===== src/sv/rtnp_pkg.sv =====
// shared types, register indexes and the product sequence table for the ray/triangle pick
`timescale 1ns / 1ps
package rtnp_pkg;

	localparam int DIGIT_W = 8;
	localparam int N_UOPS = 24;
	localparam int STEP_W = 5;
	localparam int CFG_IDX_W = 3;

	localparam logic [CFG_IDX_W-1:0] REG_ORIGIN_X = 3'd0;
	localparam logic [CFG_IDX_W-1:0] REG_ORIGIN_Y = 3'd1;
	localparam logic [CFG_IDX_W-1:0] REG_ORIGIN_Z = 3'd2;
	localparam logic [CFG_IDX_W-1:0] REG_DIR_X = 3'd3;
	localparam logic [CFG_IDX_W-1:0] REG_DIR_Y = 3'd4;
	localparam logic [CFG_IDX_W-1:0] REG_DIR_Z = 3'd5;

	typedef enum logic [2:0] {
		ST_IDLE,
		ST_MUL_GO,
		ST_MUL_WAIT,
		ST_ACCUM,
		ST_FOLD,
		ST_CHECK,
		ST_DIV_WAIT,
		ST_UPDATE
	} state_t;

	typedef enum logic [1:0] {A_E2, A_E1, A_P, A_Q} a_sel_t;
	typedef enum logic [1:0] {B_D, B_E1, B_S, B_E2} b_sel_t;
	typedef enum logic [2:0] {D_P, D_Q, D_DET, D_UN, D_VN, D_TN} dst_t;

	typedef struct packed {
		a_sel_t     a_sel;
		logic [1:0] a_idx;
		b_sel_t     b_sel;
		logic [1:0] b_idx;
		logic       sub;
		logic       first;
		logic       last;
		dst_t       dst;
		logic [1:0] dst_idx;
	} uop_t;

	function automatic uop_t rtnp_uop(input logic [STEP_W-1:0] step);
		uop_t r;
		case (step)
			5'd0: r = '{A_E2, 2'd2, B_D, 2'd1, 1'b0, 1'b1, 1'b0, D_P, 2'd0};
			5'd1: r = '{A_E2, 2'd1, B_D, 2'd2, 1'b1, 1'b0, 1'b1, D_P, 2'd0};
			5'd2: r = '{A_E2, 2'd0, B_D, 2'd2, 1'b0, 1'b1, 1'b0, D_P, 2'd1};
			5'd3: r = '{A_E2, 2'd2, B_D, 2'd0, 1'b1, 1'b0, 1'b1, D_P, 2'd1};
			5'd4: r = '{A_E2, 2'd1, B_D, 2'd0, 1'b0, 1'b1, 1'b0, D_P, 2'd2};
			5'd5: r = '{A_E2, 2'd0, B_D, 2'd1, 1'b1, 1'b0, 1'b1, D_P, 2'd2};
			5'd6: r = '{A_P, 2'd0, B_E1, 2'd0, 1'b0, 1'b1, 1'b0, D_DET, 2'd0};
			5'd7: r = '{A_P, 2'd1, B_E1, 2'd1, 1'b0, 1'b0, 1'b0, D_DET, 2'd0};
			5'd8: r = '{A_P, 2'd2, B_E1, 2'd2, 1'b0, 1'b0, 1'b1, D_DET, 2'd0};
			5'd9: r = '{A_P, 2'd0, B_S, 2'd0, 1'b0, 1'b1, 1'b0, D_UN, 2'd0};
			5'd10: r = '{A_P, 2'd1, B_S, 2'd1, 1'b0, 1'b0, 1'b0, D_UN, 2'd0};
			5'd11: r = '{A_P, 2'd2, B_S, 2'd2, 1'b0, 1'b0, 1'b1, D_UN, 2'd0};
			5'd12: r = '{A_E1, 2'd2, B_S, 2'd1, 1'b0, 1'b1, 1'b0, D_Q, 2'd0};
			5'd13: r = '{A_E1, 2'd1, B_S, 2'd2, 1'b1, 1'b0, 1'b1, D_Q, 2'd0};
			5'd14: r = '{A_E1, 2'd0, B_S, 2'd2, 1'b0, 1'b1, 1'b0, D_Q, 2'd1};
			5'd15: r = '{A_E1, 2'd2, B_S, 2'd0, 1'b1, 1'b0, 1'b1, D_Q, 2'd1};
			5'd16: r = '{A_E1, 2'd1, B_S, 2'd0, 1'b0, 1'b1, 1'b0, D_Q, 2'd2};
			5'd17: r = '{A_E1, 2'd0, B_S, 2'd1, 1'b1, 1'b0, 1'b1, D_Q, 2'd2};
			5'd18: r = '{A_Q, 2'd0, B_D, 2'd0, 1'b0, 1'b1, 1'b0, D_VN, 2'd0};
			5'd19: r = '{A_Q, 2'd1, B_D, 2'd1, 1'b0, 1'b0, 1'b0, D_VN, 2'd0};
			5'd20: r = '{A_Q, 2'd2, B_D, 2'd2, 1'b0, 1'b0, 1'b1, D_VN, 2'd0};
			5'd21: r = '{A_Q, 2'd0, B_E2, 2'd0, 1'b0, 1'b1, 1'b0, D_TN, 2'd0};
			5'd22: r = '{A_Q, 2'd1, B_E2, 2'd1, 1'b0, 1'b0, 1'b0, D_TN, 2'd0};
			5'd23: r = '{A_Q, 2'd2, B_E2, 2'd2, 1'b0, 1'b0, 1'b1, D_TN, 2'd0};
			default: r = '{A_E2, 2'd0, B_D, 2'd0, 1'b0, 1'b0, 1'b0, D_P, 2'd0};
		endcase
		return r;
	endfunction

endpackage


===== src/sv/rtnp_mul.sv =====
// shared signed multiplier, one byte of the narrow operand per cycle
`timescale 1ns / 1ps
module rtnp_mul
	import rtnp_pkg::*;
#(
	parameter int MA_W = 67,
	parameter int MB_W = 33
) (
	input  logic                   clk,
	input  logic                   arst_n,
	input  logic                   start,
	input  logic signed [MA_W-1:0] a,
	input  logic signed [MB_W-1:0] b,
	output logic                   done,
	output logic [MA_W+MB_W-1:0]   mag,
	output logic                   neg
);

	localparam int P_W = MA_W + MB_W;
	localparam int NDIG = (MB_W + DIGIT_W - 1) / DIGIT_W;
	localparam int BPAD = NDIG * DIGIT_W;
	localparam int CNT_W = $clog2(NDIG + 1);

	logic [MA_W-1:0]        amag_q;
	logic [BPAD-1:0]        bsh_q;
	logic [P_W-1:0]         prod_q;
	logic                   neg_q;
	logic [CNT_W-1:0]       cnt_q;
	logic                   run_q;
	logic                   done_q;
	logic [MB_W-1:0]        bmag;
	logic [MA_W+DIGIT_W-1:0] pp;

	assign bmag = b[MB_W-1] ? MB_W'(-b) : MB_W'(b);
	assign pp = (MA_W + DIGIT_W)'(amag_q) * (MA_W + DIGIT_W)'(bsh_q[BPAD-1 -: DIGIT_W]);

	always_ff @(posedge clk or negedge arst_n) begin
		if (!arst_n) begin
			cnt_q <= '0;
			run_q <= 1'b0;
			done_q <= 1'b0;
		end else if (start) begin
			cnt_q <= CNT_W'(NDIG);
			run_q <= 1'b1;
			done_q <= 1'b0;
		end else if (run_q) begin
			cnt_q <= cnt_q - CNT_W'(1);
			if (cnt_q == CNT_W'(1)) begin
				run_q <= 1'b0;
				done_q <= 1'b1;
			end
		end else begin
			done_q <= 1'b0;
		end
	end

	always_ff @(posedge clk) begin
		if (start) begin
			amag_q <= a[MA_W-1] ? MA_W'(-a) : MA_W'(a);
			bsh_q <= BPAD'(bmag);
			prod_q <= '0;
			neg_q <= a[MA_W-1] ^ b[MB_W-1];
		end else if (run_q) begin
			prod_q <= {prod_q[P_W-DIGIT_W-1:0], {DIGIT_W{1'b0}}} + P_W'(pp);
			bsh_q <= bsh_q << DIGIT_W;
		end
	end

	assign done = done_q;
	assign mag = prod_q;
	assign neg = neg_q;

endmodule


===== config.mk =====
export PLATFORM = sky130hd
export DESIGN_NAME = rtnp_mul
export DESIGN_NICKNAME = d
export VERILOG_FILES = /design/src/sv/rtnp_pkg.sv /design/src/sv/rtnp_mul.sv
export SDC_FILE = /design/constraint.sdc
export NUM_CORES = 2
export LEC_CHECK = 0
export BUFFER_PORTS_ARGS = -buffer_cell sky130_fd_sc_hd__buf_2
export CAP_MARGIN = 20
export CELL_PAD_IN_SITES_DETAIL_PLACEMENT = 0
export CELL_PAD_IN_SITES_GLOBAL_PLACEMENT = 1
export CORE_MARGIN = 4
export CORE_UTILIZATION = 53
export DETAILED_ROUTE_END_ITERATION = 7
export PLACE_DENSITY_LB_ADDON = 0.1
export SETUP_SLACK_MARGIN = 0.3
export SLEW_MARGIN = 20
export SYNTH_ARGS = -nofsm -noshare
export SYNTH_HDL_FRONTEND = slang
export SYNTH_SLANG_ARGS = --single-unit

===== constraint.sdc =====
create_clock -name clk -period 18.1 [get_ports clk]
set_input_delay 3.62 -clock clk [delete_from_list [all_inputs] [get_ports clk]]
set_output_delay 3.62 -clock clk [all_outputs]
set_load 0.03 [all_outputs]

# Word-level counts from Yosys, hierarchy flattened
# Cells that the tools add are included.
classes:
  add_sub_neg: 4
  n_mul: 1
  n_div: 0
  order_cmp: 0
  eq_ne: 2
  n_shift: 0
  muxes: 12
  bitwise_logic: 1
  reduce_logical: 1
op_table:
  columns: ["op", "count"]
  rows:
  - ["adder 100 x 75 -> 100 bit", 1]
  - ["two-way mux 33 bit", 3]
  - ["multiplier 67 x 8 -> 75 bit", 1]
  - ["negator 67 bit", 1]
  - ["two-way mux 66 bit", 1]
  - ["negator 33 bit", 1]
  - ["two-way mux 1 bit", 6]
  - ["two-way mux 3 bit", 2]
  - ["equality test 3 x 1 -> 1 bit, second input constant", 1]
  - ["!= test 3 x 2 -> 1 bit, second input constant", 1]
  - ["subtractor 3 x 1 -> 3 bit, second input constant", 1]
  - ["nonzero test 2 bit", 1]
  - ["XOR 1 bit", 1]
totals:
  register_bits: 213
  latchBits: 0
  mem_bits_rw: 0
  romBits: 0
  input_bits: 103
  out_inout_bits: 102
  wordCells: 30
  n_memories: 0

# Longest topological paths before layout
logic_depth:
  ltp_word: 4
  depth_mapped: 25
  mapped_depth_nobuf: 21

# Worst setup path after synthesis
# Ideal clock, no wire load.
synth_path:
  path_type: "input -> register"
  from: "input a[10]"
  to: "register amag_q[61], data pin"
  setup_time_ns: 0.263
  arrival_time_ns: 7.264
  required_ns: 17.837
  setup_slack_ns: 10.573
  path_stages: 10
  path_buffers: 0
  cell_sequence: "or4_4 or3_4 or4_4 or3_4 or4_4 or3_4 or3_4 or4_4 o41ai_2 xnor2_1"
synth_between:
  elab_chain_cells: 2
synth_rtl:
  columns: ["element", "line_no", "text"]
  rows:
  - ["start: declaration", "rtnp_mul.sv:12", "input logic signed [MA_W-1:0] a,"]
  - ["negator 67 bit", "rtnp_mul.sv:59", "amag_q <= a[MA_W-1] ? MA_W'(-a) : MA_W'(a);"]
  - ["two-way mux 66 bit", "rtnp_mul.sv:59", null]
  - ["end signal: assignment", "rtnp_mul.sv:59", null]
  - ["end: declaration", "rtnp_mul.sv:24", "logic [MA_W-1:0] amag_q;"]
# No other way between the ends.
# A chain may end at the register's enable or synchronous reset.

# Final worst setup path
layout_path:
  from: "register bsh_q[33]"
  to: "register prod_q[90], in the netlist mag[90]"
layout_between:
  elab_chain_cells: 2
layout_rtl:
  columns: ["element", "line_no", "text"]
  rows:
  - ["start: declaration", "rtnp_mul.sv:25", "logic [BPAD-1:0] bsh_q;"]
  - ["start signal: assignment", "rtnp_mul.sv:60", "bsh_q <= BPAD'(bmag);"]
  - ["start signal: assignment", "rtnp_mul.sv:65", "bsh_q <= bsh_q << DIGIT_W;"]
  - ["multiplier 67 x 8 -> 75 bit", "rtnp_mul.sv:35", "assign pp = (MA_W + DIGIT_W)'(amag_q) * (MA_W + DIGIT_W)'(bsh_q[BPAD-1 -: DIGIT_W]);"]
  - ["adder 100 x 75 -> 100 bit", "rtnp_mul.sv:64", "prod_q <= {prod_q[P_W-DIGIT_W-1:0], {DIGIT_W{1'b0}}} + P_W'(pp);"]
  - ["end signal: assignment", "rtnp_mul.sv:64", null]
  - ["end: declaration", "rtnp_mul.sv:26", "logic [P_W-1:0] prod_q;"]
# No other way between the ends.

==> flow_metrics.py <==
metrics = {
    "setup_path": {
        "cp_common_cell": "fa_1",
        "start_kind": "flop",
        "worstPathRequired_ns": 18.61,
        "reg2reg_from": "bsh_q[33]",
        "crit_fanout": 40,
        "rrSetupSlack_ns": 10.08,
        "slowest_delay_ns": 0.85,
        "worst_setup_path_end_kind": "flop",
        "regToRegEndpoint": "mag[90]",
        "ff2ff_path_depth": 20,
        "arrival_ns": 8.53,
        "endpoint": "mag[90]",
        "cp_cell_sequence": "buf_4 > nand2_1 > fa_1 > inv_1 > fa_1 > fa_1 > inv_1 > fa_1 > inv_1 > ha_1 > nand4_1 > nor4_1 > nand3_1 > or3_1 > o32ai_1 > a31oi_1 > a21oi_1 > o2111ai_1 > or3_1 > a311oi_1",
        "critPathLaunch": "bsh_q[33]",
        "slowest_stage": "nor4_1",
        "worst-setup-path-type": "flop to flop",
    },
    "route": {
        "routedWlPerCell_um": 20.9,
        "wl_met3_mm": 7.55,
        "vias": 22835,
        "drt_iter0_drc": 1429,
        "highest_layer": "met5",
        "first_pass_iters": 5,
        "wl_met2_mm": 39.9,
        "drcViolationCount": 0,
        "avgViaCountPerCell": 5.64,
        "wl_mm": 84.8,
        "drtAntennaViolNets": 0,
        "wl_met1_mm": 34.1,
    },
    "synthesis": {
        "yosysUniqueCellTypes": 67,
        "synth_top_family_by_area": "adder cells",
        "synth_mux_area_frac": 0.0149,
        "synth_top_area_cell": "fa_1",
        "yosysMostFrequentCell": "inv_1",
        "synthArstFlopShare": 0.0235,
        "synth_xor_area_frac": 0.0551,
        "synthTopCellsByCount": "inv_1, fa_1, and2_1",
        "syn_area_um2": 28900,
        "ys.flop_type": "dfxtp_1",
        "synth_seq_cells": 213,
        "syn_nets": 3883,
        "synthAdderAreaFrac": 0.362,
        "synth_cells": 3217,
        "ys_warn_count": 0,
        "synth-edff-count": 101,
        "avgSynthCellArea_um2": 8.99,
        "synth_area_leaders": "fa_1, edfxtp_1, and2_1, dfxtp_1, inv_1",
        "synth-simple-area-share": 0.190,
        "synth_compound_gate_area_share": 0.102,
        "yosysSeqAreaShare": 0.183,
        "synth_top_area_frac": 0.316,
    },
    "cts": {
        "clock_latency_ns": 0.62,
        "cts_resized": 0,
        "cts_htree_levels": 1,
        "cts_buffers": 28,
        "cts.sinks": 213,
        "holdBufCountCts": 0,
        "root_buffer": "clkbuf_16",
        "clk_path_buf_depth": 3,
        "postCtsSetupRepairBufs": 0,
        "path_clk_slew_ns": 0.06,
        "cts_tree": "built",
    },
    "timing": {
        "layout_setup_ws_ns": 10.08,
        "slew_headroom": 0.358,
        "rsz0062_at_grt": "false",
        "hold_viol_final": 0,
        "finalCriticalPeriod_ns": 8.02,
        "final-setup-viol-count": 0,
        "clock.fmax_ghz": 0.125,
        "fin_setup_tns_ns": 0,
        "drv_slew": 0,
        "finalCritPeriodShare": 0.443,
        "finalClockSkew_ns": 0.0520,
        "tightest_slew_ns": 0.963,
    },
    "global_route": {
        "grt_pass1_wl_mm": 138,
        "grt_pass1_vias": 24651,
        "grt_max_degree": 74,
        "antenna_found_initial": 12,
        "grt-ovfl-total": 0,
        "grt_usage": 0.297,
    },
    "floorplan": {
        "pin_count": 205,
        "coreArea_um2": 53900,
        "chipHeight_um": 242,
        "num_rows": 85,
        "start_util": 0.536,
        "die_x_um": 242,
        "die_area_um2": 58300,
    },
    "place": {
        "hpwl_mm": 66.5,
        "portBuffers": 204,
        "post_dp_cell_area_um2": 30400,
        "post-place-ws_ns": 9.94,
        "routabilityCongestion": 0.952,
    },
    "hold_path": {
        "hold_path_class": "flop to flop",
    },
    "run": {
        "max_cap_viol_count": 0,
    },
    "layout": {
        "post-route-util": 0.582,
        "nets": 3990,
        "fin_area_um2": 31400,
        "fill_cells": 4940,
        "area_growth_pct": 8.60,
        "drive_gt1_frac": 0.0906,
    },
    "outcome": {
        "status": "finished, final reports clean",
    },
}
[flip-flops by register name, indices dropped and copies added (netlist names)]
register  count
amag_q       67
bsh_q        40
cnt_q         3
done          1
mag         100
neg           1
run_q         1
[cells by family after synthesis]
group | after synthesis
XOR/XNOR | 182
flip-flops | 213
multiplexers | 43
adder cells (fa/ha/maj) | 563
AND/OR/NAND/NOR | 1050
AO/OA/AOI/OAI | 455
buffers and inverters | 711
[worst min path at each step]
stage / from / endpoint / slack [ns] / depth (start not counted)
floorplan: bsh_q[31] / bsh_q[39] / 0.46 / 2
global placement: mag[93] / mag[93] / 0.44 / 2
detailed placement: mag[96] / mag[96] / 0.44 / 2
CTS: mag[96] / mag[96] / 0.46 / 2
global route: mag[96] / mag[96] / 0.50 / 2
finish: mag[96] / mag[96] / 0.46 / 2
[area by class of cell]
class | instances | area, um2 | area share
repair buffers | 225 | 1180 | 0.0377
clock buffers | 40 | 807 | 0.0257
clock inverters | 12 | 159 | 0.00506
well taps | 696 | 871 | 0.0277
flip-flops and latches | 213 | 5310 | 0.169
multi-input cells | 2293 | 20900 | 0.667
diodes | 5 | 12.5 | 0.000399
inverters | 563 | 2110 | 0.0673
[metrics by stage]
step	std cells	hold WS [ns]
after CTS	4042	0.461
after global routing	4044	0.497
after detailed placement	3990	0.445
after global placement	3990	0.435
final	4047	0.455
after floorplan	3217	0.456
[critical path: cells and delay by family, from the launching register on]
kind / cells / cell delay, ns
simple gates: 6 / 2.44
compound gates: 5 / 1.42
buf+inv: 4 / 0.74
flops: 1 / 0.79
fa+ha+maj: 5 / 2.48
[placed cells by master (no fill, tap or decap), types with 9 or more instances in the layout]
cell type	n
a21boi_0	9
nand4_1	44
a211oi_1	17
clkbuf_16	29
xor2_1	68
or3_1	18
edfxtp_1	101
a21oi_1	123
o31ai_1	29
and2_1	413
xnor2_1	114
buf_4	21
o41ai_1	17
ha_1	107
a21o_1	55
inv_1	562
nand2_1	267
nand2b_1	14
o22ai_1	18
buf_2	203
fa_1	456
nor2_1	169
or4_1	15
mux2i_1	43
o21a_1	15
nor2b_1	14
or2_2	9
nor3_1	21
nand3_1	24
o21ai_0	98
and3_1	16
o21bai_1	22
dfxtp_1	106
[metal layers]
metal / vias to the layer above / global-route usage
met5: - / 0
met4: 14 / 0.0884
met3: 175 / 0.0809
met2: 891 / 0.491
met1: 11379 / 0.385
li1: 10376 / -
Power is left out: the tool's default activity adds up to more than one toggle a clock period on the data nets, which glitch-free logic cannot reach.
