==> config.mk <==
export PLATFORM = sky130hd
export DESIGN_NAME = rtnp_div
export DESIGN_NICKNAME = d
export VERILOG_FILES = /design/src/sv/rtnp_pkg.sv /design/src/sv/rtnp_div.sv
export SDC_FILE = /design/constraint.sdc
export NUM_CORES = 1
export LEC_CHECK = 0
export ABC_AREA = 1
export BUFFER_PORTS_ARGS = -buffer_cell sky130_fd_sc_hd__buf_4
export CAP_MARGIN = 40
export CELL_PAD_IN_SITES_DETAIL_PLACEMENT = 1
export CELL_PAD_IN_SITES_GLOBAL_PLACEMENT = 1
export CORE_ASPECT_RATIO = 0.75
export CORE_MARGIN = 5
export CORE_UTILIZATION = 45
export DETAILED_ROUTE_END_ITERATION = 12
export GPL_ROUTABILITY_DRIVEN = 0
export PLACE_DENSITY_LB_ADDON = 0.1
export SKIP_CTS_REPAIR_TIMING = 1
export SLEW_MARGIN = 20
export SYNTH_ARGS = -nofsm -noshare
export SYNTH_HDL_FRONTEND = slang
export SYNTH_SLANG_ARGS = --single-unit
export TNS_END_PERCENT = 20
==> constraint.sdc <==
create_clock -name clk -period 13.03 [get_ports clk]
set_input_delay 2.606 -clock clk [delete_from_list [all_inputs] [get_ports clk]]
set_output_delay 2.606 -clock clk [all_outputs]
set_load 0.005 [all_outputs]
==> src/sv/rtnp_pkg.sv <==
// shared types, register indexes and the product sequence table for the ray/triangle pick
`timescale 1ns / 1ps
package rtnp_pkg;

	localparam int DIGIT_W = 8;
	localparam int N_UOPS = 24;
	localparam int STEP_W = 5;
	localparam int CFG_IDX_W = 3;

	localparam logic [CFG_IDX_W-1:0] REG_ORIGIN_X = 3'd0;
	localparam logic [CFG_IDX_W-1:0] REG_ORIGIN_Y = 3'd1;
	localparam logic [CFG_IDX_W-1:0] REG_ORIGIN_Z = 3'd2;
	localparam logic [CFG_IDX_W-1:0] REG_DIR_X = 3'd3;
	localparam logic [CFG_IDX_W-1:0] REG_DIR_Y = 3'd4;
	localparam logic [CFG_IDX_W-1:0] REG_DIR_Z = 3'd5;

	typedef enum logic [2:0] {
		ST_IDLE,
		ST_MUL_GO,
		ST_MUL_WAIT,
		ST_ACCUM,
		ST_FOLD,
		ST_CHECK,
		ST_DIV_WAIT,
		ST_UPDATE
	} state_t;

	typedef enum logic [1:0] {A_E2, A_E1, A_P, A_Q} a_sel_t;
	typedef enum logic [1:0] {B_D, B_E1, B_S, B_E2} b_sel_t;
	typedef enum logic [2:0] {D_P, D_Q, D_DET, D_UN, D_VN, D_TN} dst_t;

	typedef struct packed {
		a_sel_t     a_sel;
		logic [1:0] a_idx;
		b_sel_t     b_sel;
		logic [1:0] b_idx;
		logic       sub;
		logic       first;
		logic       last;
		dst_t       dst;
		logic [1:0] dst_idx;
	} uop_t;

	function automatic uop_t rtnp_uop(input logic [STEP_W-1:0] step);
		uop_t r;
		case (step)
			5'd0: r = '{A_E2, 2'd2, B_D, 2'd1, 1'b0, 1'b1, 1'b0, D_P, 2'd0};
			5'd1: r = '{A_E2, 2'd1, B_D, 2'd2, 1'b1, 1'b0, 1'b1, D_P, 2'd0};
			5'd2: r = '{A_E2, 2'd0, B_D, 2'd2, 1'b0, 1'b1, 1'b0, D_P, 2'd1};
			5'd3: r = '{A_E2, 2'd2, B_D, 2'd0, 1'b1, 1'b0, 1'b1, D_P, 2'd1};
			5'd4: r = '{A_E2, 2'd1, B_D, 2'd0, 1'b0, 1'b1, 1'b0, D_P, 2'd2};
			5'd5: r = '{A_E2, 2'd0, B_D, 2'd1, 1'b1, 1'b0, 1'b1, D_P, 2'd2};
			5'd6: r = '{A_P, 2'd0, B_E1, 2'd0, 1'b0, 1'b1, 1'b0, D_DET, 2'd0};
			5'd7: r = '{A_P, 2'd1, B_E1, 2'd1, 1'b0, 1'b0, 1'b0, D_DET, 2'd0};
			5'd8: r = '{A_P, 2'd2, B_E1, 2'd2, 1'b0, 1'b0, 1'b1, D_DET, 2'd0};
			5'd9: r = '{A_P, 2'd0, B_S, 2'd0, 1'b0, 1'b1, 1'b0, D_UN, 2'd0};
			5'd10: r = '{A_P, 2'd1, B_S, 2'd1, 1'b0, 1'b0, 1'b0, D_UN, 2'd0};
			5'd11: r = '{A_P, 2'd2, B_S, 2'd2, 1'b0, 1'b0, 1'b1, D_UN, 2'd0};
			5'd12: r = '{A_E1, 2'd2, B_S, 2'd1, 1'b0, 1'b1, 1'b0, D_Q, 2'd0};
			5'd13: r = '{A_E1, 2'd1, B_S, 2'd2, 1'b1, 1'b0, 1'b1, D_Q, 2'd0};
			5'd14: r = '{A_E1, 2'd0, B_S, 2'd2, 1'b0, 1'b1, 1'b0, D_Q, 2'd1};
			5'd15: r = '{A_E1, 2'd2, B_S, 2'd0, 1'b1, 1'b0, 1'b1, D_Q, 2'd1};
			5'd16: r = '{A_E1, 2'd1, B_S, 2'd0, 1'b0, 1'b1, 1'b0, D_Q, 2'd2};
			5'd17: r = '{A_E1, 2'd0, B_S, 2'd1, 1'b1, 1'b0, 1'b1, D_Q, 2'd2};
			5'd18: r = '{A_Q, 2'd0, B_D, 2'd0, 1'b0, 1'b1, 1'b0, D_VN, 2'd0};
			5'd19: r = '{A_Q, 2'd1, B_D, 2'd1, 1'b0, 1'b0, 1'b0, D_VN, 2'd0};
			5'd20: r = '{A_Q, 2'd2, B_D, 2'd2, 1'b0, 1'b0, 1'b1, D_VN, 2'd0};
			5'd21: r = '{A_Q, 2'd0, B_E2, 2'd0, 1'b0, 1'b1, 1'b0, D_TN, 2'd0};
			5'd22: r = '{A_Q, 2'd1, B_E2, 2'd1, 1'b0, 1'b0, 1'b0, D_TN, 2'd0};
			5'd23: r = '{A_Q, 2'd2, B_E2, 2'd2, 1'b0, 1'b0, 1'b1, D_TN, 2'd0};
			default: r = '{A_E2, 2'd0, B_D, 2'd0, 1'b0, 1'b0, 1'b0, D_P, 2'd0};
		endcase
		return r;
	endfunction

endpackage

==> src/sv/rtnp_div.sv <==
// restoring divider, one quotient bit per cycle
`timescale 1ns / 1ps
module rtnp_div
	import rtnp_pkg::*;
#(
	parameter int ACC_W = 150,
	parameter int Q_W = 31
) (
	input  logic                    clk,
	input  logic                    arst_n,
	input  logic                    start,
	input  logic signed [ACC_W-1:0] num,
	input  logic signed [ACC_W-1:0] den,
	output logic                    done,
	output logic [Q_W-1:0]          quo
);

	localparam int CNT_W = $clog2(Q_W + 1);

	logic [ACC_W-1:0] rem_q;
	logic [ACC_W-1:0] dv_q;
	logic [Q_W-1:0]   quo_q;
	logic [CNT_W-1:0] cnt_q;
	logic             run_q;
	logic             done_q;
	logic             ge;

	assign ge = rem_q >= dv_q;

	always_ff @(posedge clk or negedge arst_n) begin
		if (!arst_n) begin
			cnt_q <= '0;
			run_q <= 1'b0;
			done_q <= 1'b0;
		end else if (start) begin
			cnt_q <= CNT_W'(Q_W);
			run_q <= 1'b1;
			done_q <= 1'b0;
		end else if (run_q) begin
			cnt_q <= cnt_q - CNT_W'(1);
			if (cnt_q == CNT_W'(1)) begin
				run_q <= 1'b0;
				done_q <= 1'b1;
			end
		end else begin
			done_q <= 1'b0;
		end
	end

	always_ff @(posedge clk) begin
		if (start) begin
			rem_q <= ACC_W'(num);
			dv_q <= ACC_W'(den) << (Q_W - 1);
			quo_q <= '0;
		end else if (run_q) begin
			if (ge) begin
				rem_q <= rem_q - dv_q;
			end
			quo_q <= {quo_q[Q_W-2:0], ge};
			dv_q <= dv_q >> 1;
		end
	end

	assign done = done_q;
	assign quo = quo_q;

endmodule

Yosys cells after proc, flatten, opt, wreduce, memory -nomap -nowiden
Cells that the tools add are included. W data, S select, Z words.

Flip-flop bits (word level): 338. Input bits: 303.

Add/subtract/negate cells: 2. Order comparisons: 1. Equal/unequal tests: 2. Muxes and demuxes: 13. Reductions and logical operators: 3.

Operators with widths (count): $mux W150 (5); $ge A150 B150 Y1 (1); $sub A150 B150 Y150 (1); $mux W5 (2); $mux W1 (6); $eq A5 B1 Y1 const B (1); $sub A5 B1 Y5 const B (1); $reduce_bool A2 Y1 (2); $ne A3 B2 Y1 const B (1); $reduce_and A2 Y1 (1).

Longest topological paths before layout
Gate-level depths: netlist of run 1.

Word-level depth: 4. Mapped depth: 19.

Worst setup path before layout of run 1
Ideal clock, no wire load.

Kind: input port to flip-flop. Start: in start. End: reg rem_q[0] (enable). Arrival time: 5.783 ns. Path slack: 5.978 ns. Stages on the path: 5. Buffers on the path: 3. Path through: buf_2 inv_2 clkbuf_1 buf_2 nand2_1.

Cells in the longest elaborated chain, start to end: 2. Elaborated cells between the ends (all ways): 3.

RTL lines: start: declaration (line rtnp_div.sv:11) `input logic start,`; $reduce_bool A2 Y1 (no source line); $reduce_and A2 Y1 (no source line) *; end signal: assignment (line rtnp_div.sv:52) `rem_q <= ACC_W'(num);`; end signal: assignment (line rtnp_div.sv:57) `rem_q <= rem_q - dv_q;`; end: declaration (line rtnp_div.sv:20) `logic [ACC_W-1:0] rem_q;`.

Mark *: on every way between the ends. The rest lies on a longest branch, timed or not. A chain may end at the register's enable or synchronous reset.

Worst setup path after layout of run 1
Start: reg dv_q[67]. End: reg rem_q[50] (enable).

Cells in the longest elaborated chain, start to end: 3.

RTL lines: start: declaration (line rtnp_div.sv:21) `logic [ACC_W-1:0] dv_q;`; start signal: assignment (line rtnp_div.sv:53) `dv_q <= ACC_W'(den) << (Q_W - 1);`; start signal: assignment (line rtnp_div.sv:60) `dv_q <= dv_q >> 1;`; $ge A150 B150 Y1 (line rtnp_div.sv:28) `assign ge = rem_q >= dv_q;`; $reduce_bool A2 Y1 (no source line); $reduce_and A2 Y1 (no source line).

No other way between the ends.

==> summary.txt, run 1 <==
Worst setup path
  • R2R cell count: 19
  • CP Capture Type: flip-flop
  • Critical Path Source Type: flip-flop
  • CP Class: flip-flop to flip-flop
  • CP Data Required Time: 13.25 ns
  • Crit Path Max Fanout: 53
  • Crit path DAT: around 5.4 ns

Clock network
  • H-Tree Depth: 2
  • Clk_lat worst skew: 0.59 ns
  • Clock Pin Slew Worst Setup and Hold Paths: 0.06 ns
  • Longest Clk Path Bufs: 3
  • Clk sink count: 338
  • CTS tree: done
  • Clk root buf: clkbuf_16
  • TritonCTS buffer count: 37

Power
  • Power Density: around 240 nW/um^2
  • Peak VDD IR: 0.106 mV
  • Pleak: 17.3 nW
  • Pwr Total: 0.00820 W

Min path
  • Worst hold path class: flip-flop to flip-flop
  • Hold Path Cell Cnt: 2

Yosys
  • Mean post-synth cell area: 6.20 um^2
  • Compound-Gate Fraction of Synth Area: 0.0998
  • Post-Synth Adder-Cell Area: 0.0663
  • Synth warn: 0
  • Mux contribution to synthesized area: 0
  • Mapped Nets: 5133
  • Post-Synth XOR/XNOR Area: 0.0212
  • Post-Synth Simple-Gate Area: 0.344
  • Cells after Synth: about 4700
  • Yosys reg bits: 338
  • Seq/Total Area, Yosys: 0.328
  • Synth unique cells: 39
  • Mapped Area: 29000 um^2
  • Largest family of logic cells by synthesized area: simple AND/OR/NAND/NOR gates

Floorplan
  • Initial Utilization: 0.455
  • Die Y: 230 um
  • FP Rows: 80
  • Io pins: 335
  • CORE AREA: 63700 um^2
  • Die width: 303 um
  • Die area: ~70000 um^2

Finish
  • Util after Layout: 0.526
  • Finished Layout Cells: 5855
  • Seq. cell area: 9500 um^2
  • Area growth syn-to-layout: 15.6%
  • Diodes inserted: 0
  • Final-stage net count: 5423
  • Share of cells above drive strength 1: 0.0947
  • Fillers: 8894
  • Multi-input logic area: roughly 15000 um^2

Global route
  • Vias in the first global route: 31000
  • First-pass GRT wire length: 183 mm
  • Largest net degree at the start of global routing: 87
  • Initial antenna violation count: 1
  • GRT Util Overall: 0.342
  • Grt total ovfl: 0

STA
  • Slew headroom: 0.418
  • Setup_tns: 0 ns
  • Worst-Margin Slew: 0.865 ns
  • Max Slew Vio Count: 0
  • Period minus WS final: 5.13 ns
  • Layout Skew: between 0.03 and 0.04 ns
  • Final hold violation count: 0
  • RSZ-0062 raised after global routing: no
  • Final worst-path cycle share: 0.394
  • Max Fclk: 195 MHz
  • Final setup viols: 0

Detailed routing
  • Routed wire per std cell: 21.1 um
  • DRT antenna net count: 0
  • Vias per cell: 5.41
  • DR iter-0 viols: 3344
  • DRC Markers: 0
  • Via count: roughly 32000
  • Drt pass-1 iters: 5
  • Total Wirelength: 124 mm

Placement
  • Placed insts: 5784
  • PortBufs: 304
  • HPWL Detailed: 102 mm

Outcome
  • Status: completed

Flow run
  • Max-Cap Viols: 0
-- registers in the layout, indices dropped and copies added, names as in the netlist --
register / flops
dv_q: 150
rem_q: 150
quo: 31
cnt_q: 5
done: 1
run_q: 1
-- per-layer routing --
| layer | vias up | part of all wire | global-route usage |
|---|---|---|---|
| met4 | 2 | 0.026 | 0.0746 |
| met5 | - | 0.00011 | 0 |
| met3 | 189 | 0.12 | 0.0895 |
| met2 | 1389 | 0.39 | 0.484 |
| met1 | 15200 | 0.46 | 0.520 |
| li1 | 15000 | - | - |
-- Yosys cell counts, drive strengths merged --
cell type	n	area share
edfxtp	270	0.28
fa	1	0.00069
nand2	1787	0.23
xnor2	64	0.019
a211oi	1	0.00026
a21o	5	0.0013
a21boi	1	0.00026
buf	9	0.0013
a22oi	1	0.00026
nor4	11	0.0024
o21ai	270	0.047
dfxtp	61	0.042
a31oi	6	0.0013
nand4	4	0.00086
o22ai	57	0.012
inv	1011	0.13
dfrtp	7	0.0060
nand3	184	0.035
nor3	38	0.0076
o21a	1	0.00026
xor2	6	0.0018
clkbuf	63	0.0082
a21oi	187	0.032
o211ai	2	0.00052
nand3b	10	0.0026
ha	152	0.066
nor2	436	0.059
and2	4	0.00091
o21bai	17	0.0044
or2	11	0.0024
-- worst paths after layout --
kind                                      from                    to  slack (ns)
max                         dv_q[67]$_DFFE_PP_   rem_q[50]$_DFFE_PP_        7.90
min                        quo[0]$_SDFFE_PP0P_   quo[0]$_SDFFE_PP0P_        0.48
max reg2reg                 dv_q[67]$_DFFE_PP_   rem_q[50]$_DFFE_PP_        7.90
min reg2reg                quo[0]$_SDFFE_PP0P_   quo[0]$_SDFFE_PP0P_        0.48
max in group asynchronous               arst_n  cnt_q[1]$_DFFE_PN0P_       11.06
min in group asynchronous               arst_n      done$_DFFE_PN0P_        1.84
-- worst max-delay path, stage by stage, from the launching register on --
cell	delay, ns
edfxtp_1	0.33
inv_1	0.18
ha_1	0.42
nand2_1	0.16
nor2_2	0.18
nand2_1	0.14
nor2_1	0.23
nand2_1	0.21
nor2_1	0.37
nand2_1	0.12
nor2_1	0.12
nor2_1	0.05
nand3_1	0.08
nor2_1	0.04
nand2_1	0.14
nand2_1	0.11
nand2_4	0.47
buf_4	0.64
buf_4	0.36
buf_16	0.28
-- power breakdown --
group	switching (W)	leakage, nW	internal (W)
Clock	0.000479	0.539	0.000555
Combinational	0.00394	13.3	0.00155
Sequential	0.0000984	3.44	0.00158
-- logic make-up after synthesis --
| logic type | count (synthesis) |
|---|---|
| flops | 338 |
| fa+ha+maj | 153 |
| xor+xnor | 70 |
| buf+inv | 1083 |
| simple gates | 2485 |
| compound gates | 548 |
-- cell type report --
class                      count  share of cell area
sequential                   338               0.284
clock buffer                  47              0.0291
tap                          861              0.0322
inverter                    1011               0.114
clock inverter                19             0.00463
timing repair buffer         323              0.0769
multi-input combinational   3256               0.460
-- cell usage in the layout, fill, tap and decap left out, types with 6 or more instances in the layout --
cell,netlist,final
buf_4,0,313
inv_1,1005,1004
or2_2,11,11
nor3_2,6,6
nor2_1,406,406
nor2_2,29,29
xor2_1,6,6
nand3b_1,10,10
clkbuf_1,63,9
dfrtp_1,7,7
nor3_1,32,32
clkbuf_16,0,37
ha_1,152,152
nand2_2,25,25
nand3_1,167,167
o21bai_1,17,17
nand3_2,17,17
nand2_1,1762,1761
a21oi_1,187,187
edfxtp_1,270,270
dfxtp_1,61,61
nor4_1,11,11
o22ai_1,57,57
xnor2_1,64,64
o21ai_1,27,27
a31oi_1,6,6
o21ai_0,243,243
buf_16,0,6
-- stage by stage --
| stage | worst slack, ns | instance area [um^2] | hold slack [ns] |
|---|---|---|---|
| 2_1_floorplan | 5.98 | 29000 | 0.432 |
| 4_1_cts | 7.97 | 33400 | 0.478 |
| 3_3_place_gp | 6.95 | 32200 | 0.447 |
| 3_5_place_dp | 7.38 | 32300 | 0.456 |
| 5_1_grt | 7.70 | 33500 | 0.506 |
| 6_report | 7.90 | 33500 | 0.481 |
No activity file was read; power rests on OpenSTA's default activity.
==> run 2, diff against run 1 <==
Settings changed: CORE_UTILIZATION 45 to 42.
Clock period 13.03 ns to 5 ns, I/O delays scaled along.
==> run 2 against run 1 <==
Against the previous run: sequential share of layout area decreased by 0.10 points; utilization fell by 3.5 points; setup slack got worse by 7.0 ns; clock-buffer cell count increased by 1; largest power group unchanged; final area rose by 0.36%; clock power rose to 2.9 times the previous value; first-iteration DRC count fell by 6.2%.
==> summary.txt, run 2 (same netlist as run 1, synthesis figures left out) <==
Finish
  • Highest-count cells in the layout ignoring fill and taps: nand2_1, inv_1, nor2_1
  • Diodes inserted: 0
  • Multi-input logic area: between 15000 and 20000 um^2
  • Share of cells above drive strength 1: 0.0957
  • Area growth syn-to-layout: 16.0%
  • Fillers: approximately 9500
  • Most common cell after layout, fill and taps aside: nand2_1
  • Final-stage net count: 5420
  • Seq. cell area: 9500 um^2
  • Finished Layout Cells: 5885

Worst setup path
  • Number of buffers and inverters on the critical path: 1
  • Worst stage delay on the critical path: 0.51 ns
  • R2R cell count: 16
  • Setup crit start: rem_q[103]$_DFFE_PP_
  • CP Class: flip-flop to flip-flop
  • RR Endpoint: rem_q[21]$_DFFE_PP_
  • Crit Path Max Fanout: 60
  • CP Data Required Time: about 5.2 ns
  • Worst setup path endpoint: rem_q[21]$_DFFE_PP_
  • Critical Path Source Type: flip-flop
  • Crit path cell chain: ha_1 > nand2_1 > nor2_1 > nand2_1 > nor2_1 > nand2_1 > nor2_1 > nand2_1 > nor2_1 > nor2_1 > nand3_1 > nor2_1 > nand2_1 > nand2_1 > nand2_8 > buf_4
  • R2R Path Start: rem_q[103]$_DFFE_PP_
  • Crit path DAT: 4.35 ns
  • Crit path depth: 16
  • Slowest cell on crit path: buf_4
  • Crit-path leading delay family: simple AND/OR/NAND/NOR gates
  • R2R Setup Slk: between 0.8 and 0.9 ns
  • CP Capture Type: flip-flop

Global route
  • Grt total ovfl: 0
  • Largest net degree at the start of global routing: 143
  • GRT Util Overall: 0.317
  • First-pass GRT wire length: between 150 and 200 mm
  • Vias in the first global route: roughly 30000
  • Initial antenna violation count: 0

Power
  • Switching Share: 0.544
  • Pleak: 17.4 nW
  • Net Sw Power: roughly 0.012 W
  • Peak VDD IR: 0.255 mV
  • Internal power: 0.00982 W
  • Power Density: 640 nW/um^2
  • Comb pwr share: 0.661
  • Clk pwr share: 0.137
  • Sequential power share: 0.203

Floorplan
  • Io pins: 335
  • CORE AREA: roughly 70000 um^2
  • FP Rows: 83
  • Die Y: 237 um
  • Die area: 74400 um^2
  • Die width: 313 um
  • Initial Utilization: 0.423

Detailed routing
  • Vias per cell: 5.31
  • DR iter-0 viols: 3137
  • Drt pass-1 iters: 6
  • Total Wirelength: 123 mm
  • DRC Markers: 0
  • Routed wire per std cell: 20.9 um
  • DRT antenna net count: 0
  • Via count: between 30000 and 40000

Clock network
  • TritonCTS buffer count: 38
  • CTS tree: done
  • Clock Pin Slew Worst Setup and Hold Paths: approximately 0.06 ns
  • Longest Clk Path Bufs: 3
  • H-Tree Depth: 2
  • Clk sink count: 338
  • Clk_lat worst skew: roughly 0.59 ns
  • Clk root buf: clkbuf_16

STA
  • Final setup viols: 0
  • Period minus WS final: approximately 4.1 ns
  • Final hold violation count: 0
  • Setup_tns: 0 ns
  • RSZ-0062 raised after global routing: no
  • Layout Skew: 0.0193 ns
  • Max Slew Vio Count: 0
  • Slew headroom: 0.332
  • Worst-Margin Slew: approximately 1.0 ns
  • Max Fclk: 242 MHz
  • WHS: 0.226 ns
  • Final worst-path cycle share: 0.825

Min path
  • Worst hold path class: input port to asynchronous set/reset pin

Flow run
  • Max-Cap Viols: 0

Outcome
  • Status: completed

Placement
  • Placed insts: 5813
  • HPWL Detailed: 103 mm
  • PortBufs: 304
==> run 2: changes by cell type in the layout (fill, tap and decap cells not counted), moves of 3 or more <==
cell,delta
clkbuf_1,-6
clkbuf_8,+5
buf_16,-4
buf_12,+3
buf_4,-3
==> run 2: cell type report <==
class	count	area share
Tap cell	892	0.0332
Inverter	1011	0.113
Clock inverter	21	0.00610
Clock buffer	48	0.0318
Sequential cell	338	0.283
Multi-Input combinational cell	3256	0.459
Timing Repair Buffer	319	0.0744
==> run 2: worst reg2reg max path: stages (launching register included) <==
cell,delay (ns)
edfxtp_1,0.37
ha_1,0.38
nand2_1,0.11
nor2_1,0.44
nand2_1,0.20
nor2_1,0.21
nand2_1,0.11
nor2_1,0.27
nand2_1,0.09
nor2_1,0.12
nor2_1,0.05
nand3_1,0.08
nor2_1,0.04
nand2_1,0.13
nand2_1,0.15
nand2_8,0.47
buf_4,0.53
==> run 2: power groups by stage <==
stage          Sequential [W]  Clock, W  Combinational [W]
6_report              0.00436   0.00294             0.0142
5_1_grt               0.00442   0.00311             0.0153
4_1_cts               0.00437   0.00300             0.0136
3_5_place_dp          0.00442         0             0.0135
3_3_place_gp          0.00435         0             0.0132
2_1_floorplan         0.00437         0            0.00868
==> run 2: how the worst min path moves through the flow <==
stage | slack, ns | end
after floorplan | 0.43 | dv_q[0]$_SDFFE_PP0P_
after global placement | 0.46 | dv_q[0]$_SDFFE_PP0P_
after detailed placement | 0.47 | dv_q[0]$_SDFFE_PP0P_
after CTS | 0.20 | cnt_q[4]$_DFFE_PN0P_
after global routing | 0.21 | cnt_q[4]$_DFFE_PN0P_
final | 0.23 | cnt_q[4]$_DFFE_PN0P_
==> run 2: through the flow <==
| step | area (um^2) | util | total power [W] | setup slack [ns] |
|---|---|---|---|---|
| after CTS | 33600 | 0.490 | 0.0210 | 0.976 |
| after floorplan | 29000 | - | 0.0130 | -0.336 |
| final | 33600 | 0.491 | 0.0215 | 0.875 |
| after global placement | 32300 | 0.471 | 0.0176 | 1.13 |
| after global routing | 33600 | 0.491 | 0.0228 | 0.693 |
| after detailed placement | 32300 | 0.472 | 0.0179 | 0.981 |
==> run 2: per-layer routing <==
layer / track usage / up-vias / part of all wire
li1: - / 14900 / -
met1: 0.491 / 14900 / 0.48
met2: 0.435 / 1253 / 0.38
met3: 0.0867 / 142 / 0.11
met4: 0.0731 / 0 / 0.025
met5: 0 / - / 0
